$ cat config.mk
export PLATFORM = sky130hd
export DESIGN_NAME = hvrc_cell
export DESIGN_NICKNAME = d
export VERILOG_FILES = /design/src/hdl/hvrc_pkg.sv /design/src/hdl/hvrc_cell.sv
export SDC_FILE = /design/constraint.sdc
export NUM_CORES = 1
export LEC_CHECK = 0
export ABC_AREA = 1
export BUFFER_PORTS_ARGS = -buffer_cell sky130_fd_sc_hd__buf_2
export CAP_MARGIN = 20
export CORE_MARGIN = 3
export CORE_UTILIZATION = 50
export DETAILED_ROUTE_END_ITERATION = 16
export PLACE_DENSITY_LB_ADDON = 0.12
export SYNTH_ARGS = -nofsm -noshare
export SYNTH_HDL_FRONTEND = slang
export SYNTH_SLANG_ARGS = --single-unit
$ cat constraint.sdc
create_clock -name clk -period 21.8 [get_ports clk]
set_input_delay 2.18 -clock clk [delete_from_list [all_inputs] [get_ports clk]]
set_output_delay 2.18 -clock clk [all_outputs]
set_load 0.05 [all_outputs]
$ cat src/hdl/hvrc_pkg.sv
// ---------------------------------------------------------------------------
// hvrc_pkg
// types, constants and the arctangent table shared by the rotate/clip block
// ---------------------------------------------------------------------------
package hvrc_pkg;

  localparam int ANGLE_W = 16;
  localparam int VEL_W   = 16;
  localparam int RATE_W  = 17;
  localparam int LIM_W   = 15;
  localparam int CS_W    = 33;   // cos/sin q2.30 with headroom; residual angle with the full circle at 2^32
  localparam int PROD_W  = VEL_W + CS_W;
  localparam int IN_W    = 64;
  localparam int OUT_W   = 104;
  localparam int ADDR_W  = 2;
  localparam int ATAN_ENTRIES = 24;

  localparam logic signed [CS_W-1:0] GAIN_Q30 = 33'sd652032874;
  localparam logic signed [ANGLE_W:0] HALF_PI = 17'sd16384;
  localparam logic signed [ANGLE_W:0] PI_BAM  = 17'sd32768;

  // configuration register indexes
  localparam logic [ADDR_W-1:0] REG_LIMIT_VX    = 2'd0;
  localparam logic [ADDR_W-1:0] REG_LIMIT_VY    = 2'd1;
  localparam logic [ADDR_W-1:0] REG_LIMIT_OMEGA = 2'd2;

  // one word moving through the rotator cells
  typedef struct packed {
    logic                     flip;
    logic signed [CS_W-1:0]   x;
    logic signed [CS_W-1:0]   y;
    logic signed [CS_W-1:0]   z;
    logic signed [VEL_W-1:0]  vx;
    logic signed [VEL_W-1:0]  vy;
    logic signed [VEL_W-1:0]  om;
  } hvrc_rot_t;

  typedef struct packed {
    logic [LIM_W-1:0] vx;
    logic [LIM_W-1:0] vy;
    logic [LIM_W-1:0] om;
  } hvrc_limits_t;

  // result word, last field in the lowest bits
  typedef struct packed {
    logic [5:0]               pad;
    logic signed [VEL_W-1:0]  clamped_omega;
    logic signed [VEL_W-1:0]  clamped_vy;
    logic signed [VEL_W-1:0]  clamped_vx;
    logic signed [VEL_W-1:0]  heading_rate;
    logic signed [RATE_W-1:0] y_rate;
    logic signed [RATE_W-1:0] x_rate;
  } hvrc_out_t;

  // atan(2^-i), full circle = 2^32
  function automatic logic [29:0] hvrc_atan(input logic [4:0] idx);
    logic [29:0] v;
    case (idx)
      5'd0:  v = 30'd536870912;
      5'd1:  v = 30'd316933406;
      5'd2:  v = 30'd167458907;
      5'd3:  v = 30'd85004756;
      5'd4:  v = 30'd42667331;
      5'd5:  v = 30'd21354465;
      5'd6:  v = 30'd10679838;
      5'd7:  v = 30'd5340245;
      5'd8:  v = 30'd2670163;
      5'd9:  v = 30'd1335087;
      5'd10: v = 30'd667544;
      5'd11: v = 30'd333772;
      5'd12: v = 30'd166886;
      5'd13: v = 30'd83443;
      5'd14: v = 30'd41722;
      5'd15: v = 30'd20861;
      5'd16: v = 30'd10430;
      5'd17: v = 30'd5215;
      5'd18: v = 30'd2608;
      5'd19: v = 30'd1304;
      5'd20: v = 30'd652;
      5'd21: v = 30'd326;
      5'd22: v = 30'd163;
      5'd23: v = 30'd81;
      default: v = 30'd0;
    endcase
    return v;
  endfunction

endpackage

$ cat src/hdl/hvrc_cell.sv
// ---------------------------------------------------------------------------
// hvrc_cell
// one cordic rotation stage with its own valid/ready slot
// ---------------------------------------------------------------------------
module hvrc_cell import hvrc_pkg::*; #(
  parameter int STAGE = 0
) (
  input  logic      clk,
  input  logic      rst_n,
  input  logic      valid_i,
  output logic      ready_o,
  input  hvrc_rot_t data_i,
  output logic      valid_o,
  input  logic      ready_i,
  output hvrc_rot_t data_o
);

  localparam logic signed [CS_W-1:0] ATAN =
    signed'({3'b000, hvrc_atan(5'(STAGE))});

  logic             valid_r;
  hvrc_rot_t        data_r;
  hvrc_rot_t        data_nxt;
  logic signed [CS_W-1:0] dx;
  logic signed [CS_W-1:0] dy;

  assign ready_o = !valid_r || ready_i;
  assign valid_o = valid_r;
  assign data_o  = data_r;

  always_comb begin
    dx       = data_i.y >>> STAGE;
    dy       = data_i.x >>> STAGE;
    data_nxt = data_i;
    // zero residual rotates the positive way
    if (!data_i.z[CS_W-1]) begin
      data_nxt.x = data_i.x - dx;
      data_nxt.y = data_i.y + dy;
      data_nxt.z = data_i.z - ATAN;
    end else begin
      data_nxt.x = data_i.x + dx;
      data_nxt.y = data_i.y - dy;
      data_nxt.z = data_i.z + ATAN;
    end
  end

  always_ff @(posedge clk) begin
    if (!rst_n) begin
      valid_r <= 1'b0;
    end else if (ready_o) begin
      valid_r <= valid_i;
    end
    if (ready_o && valid_i) begin
      data_r <= data_nxt;
    end
  end

endmodule

==> flow_summary.ini <==
[finish]
multi_input_area_um2 = 6230
antennaDiodeCount = 0
area_growth_pct = 18.9
area.sequential_um2 = 4430
fin_nets = 2308
fillers = 2297
drive_gt1_share_pct = 17.4
final_cell_area_um2 = 14600

[floorplan]
core-area_um2 = 23800
ioPinCount = 302
rows = 56
start_util_pct = 51.5
dieHeight_um = 162
die_area_um2 = 26400
die_x_um = 162

[cts]
clk_latency_ns = 0.42
cts_tree = built
cts_made_buffers = 17
clock_path_buffers = 2
cts_max_level = 4
cts_hold_buf = 0
clk_pin_slew_ns = 0.07
cts_sinks = 148
cts_setup_buffers = 0
ctsResizeCount = 0
clockRootBuffer = clkbuf_16

[synthesis]
synth_cell_types = 35
ys_ff_latch = 148
ys_seq_area_share_pct = 36.2
synth_area_um2 = 12200
syn-instance-count = 1773
syn_area_per_cell_um2 = 6.91
yosys_warnings = 0
syn_nets = 2027

[global_route]
grtUsageMet3_pct = 5.47
antenna_found_initial = 0
grt_pass1_vias = 10900
globalRouteOverflowTotal = 0
gr-max-usage-layer = met2
grt_max_degree = 87
use_met2_pct = 48.9
grt_pass1_wl_um = 59800
use_met1_pct = 40.4
grt.total_usage_pct = 29.4

[timing]
period_needed_ns = 4.86
clock.fmax_mhz = 206
tns_ns = 0
hold_viol_final = 0
worst_slew_pin_slew_ns = 0.756
maxSlewViolCount = 0
report.final.setup_viol = 0
finClkSkew_ns = 0.00848
grt_setup_unrepaired = false
period_share_pct = 22.3
maxSlewHeadroom_pct = 49.6

[run]
cap_violations = 0

[power_and_ir_drop]
ir_drop_v = 0.0000542
powerDensity_nw_per_um2 = 69.4
p_leak_nw = 8.02

[critical_path]
critical_path.most_common_cell = buf_2
path_max_fanout = 2
cp.buffers_inverters = 3
arrival_ns = 2.68
end_kind = output pin
reg2reg_setup_slack_ns = 19.52
crit_family = buffers and inverters
crit_chain = buf_2, inv_1, nand2_1, buf_2
critPathMaxStageDelay_ns = 0.22
cpMaxStageDelayCell = buf_2
path_class = primary input to output pin
required_ns = 19.62
start_kind = primary input

[route]
route.detailed.drc = 0
via_per_inst = 5.06
vias = 12100
drt-initial-drc-count = 1184
routed_wl_um = 39700
wl_per_cell_um = 16.7
ant_nets = 0
drt_pass1_iterations = 6

[place]
dp_hpwl_um = 33200
port_buffers = 301
place_area_um2 = 13900
gp_congestion = 0.963

[run_status]
status = completed

[hold_path]
hp-class = flip-flop to flip-flop
power breakdown:
part / switching [mW] / total, mW / internal (mW)
registers: 0.00586 / 0.351 / 0.345
clock network: 0.126 / 0.310 / 0.184
logic: 0.260 / 0.350 / 0.0898
total: 0.392 / 1.01 / 0.619
synth_stat cells:
library cell	count	area, µm²
buf_6	4	45.0
a31oi_1	4	25.0
buf_4	14	105
clkinv_1	1	3.75
o21bai_1	11	82.6
o31ai_1	2	15.0
buf_2	18	90.1
edfxtp_1	147	4410
a21oi_1	75	375
nand4_1	16	100
nand2_2	7	43.8
dfxtp_1	1	20.0
a21boi_0	1	7.51
a21o_1	1	7.51
o21ai_0	37	185
o21a_1	4	30.0
clkbuf_1	7	26.3
and3_2	1	7.51
nor2_2	7	43.8
nor4_2	1	12.5
fa_1	4	80.1
a211oi_1	1	7.51
nand3_1	160	801
nor3_1	6	30.0
and3_1	1	6.26
inv_1	349	1310
nor3_2	3	30.0
inv_2	2	7.51
o22ai_1	4	25.0
ha_1	98	1230
xor2_1	25	219
nand3b_1	1	7.51
nor2_1	108	405
nand2_1	651	2440
clkbuf_2	1	5.00
worst reg2reg max path, stage by stage (launching register included):
cell,delay [ns]
dfxtp_1,0.35
a21oi_4,0.14
buf_4,0.34
buf_16,0.33
buf_4,0.70
per-stage QoR:
stage | total power [mW] | utilization, % | instances | hold slack [ns] | setup WS (ns)
6_report | 1.01 | 61.3 | 2386 | 0.582 | 16.94
5_1_grt | 1.06 | 61.3 | 2386 | 0.607 | 16.91
4_1_cts | 1.01 | 61.2 | 2385 | 0.564 | 16.95
3_5_place_dp | 0.701 | 58.6 | 2353 | 0.555 | 16.95
3_3_place_gp | 0.697 | 58.6 | 2353 | 0.536 | 16.97
2_1_floorplan | 0.608 | - | 1773 | 1.11 | 11.81
final timing paths:
path / start / to / depth (start not counted)
hold / removal: valid_o / valid_o / 2
setup / recovery: ready_i / ready_o / 4
hold reg to reg: valid_o / valid_o / 2
setup reg to reg: valid_o / data_o[60] / 4
routing by layer:
metal | up-vias | share of wire (%)
met1 | 5456 | 43
met3 | 31 | 9.3
met2 | 505 | 46
met4 | 0 | 1.3
met5 | - | 0
li1 | 6085 | -
flip-flops by register name, summed over array words and instances (netlist names):
name / flops
data_o: 147
valid_o: 1
area by class of cell:
type | count | share of cell area [%]
well taps | 319 | 2.74
repair buffers | 306 | 10.7
clock buffers | 18 | 2.95
flip-flops and latches | 148 | 30.4
inverters | 352 | 9.07
clock inverters | 14 | 1.29
multi-input cells | 1229 | 42.8
cells in the final DEF (no fill, tap or decap), types with 11 or more instances in the layout:
cell type  netlist  layout
clkbuf_16        0      17
buf_2           18     301
nand2_1        651     651
ha_1            98      98
edfxtp_1       147     147
o21bai_1        11      11
o21ai_0         37      37
xor2_1          25      25
a21oi_1         75      74
nand3_1        160     160
nor2_1         108     108
inv_1          349     349
nand4_1         16      16
cells by family (layout without fill, tap and decap cells):
| kind of cell | count (synthesis) | count (layout) | share of synthesized area (%) |
|---|---|---|---|
| DFF | 148 | 148 | 36.2 |
| and+or+nand+nor | 962 | 962 | 32.1 |
| adders and majority gates | 102 | 102 | 10.7 |
| buffers and inverters | 396 | 690 | 13.0 |
| xor gates and xnor gates | 25 | 25 | 1.79 |
| AOI/OAI and AO/OA | 140 | 140 | 6.21 |
(Power assumes the default switching activity.)
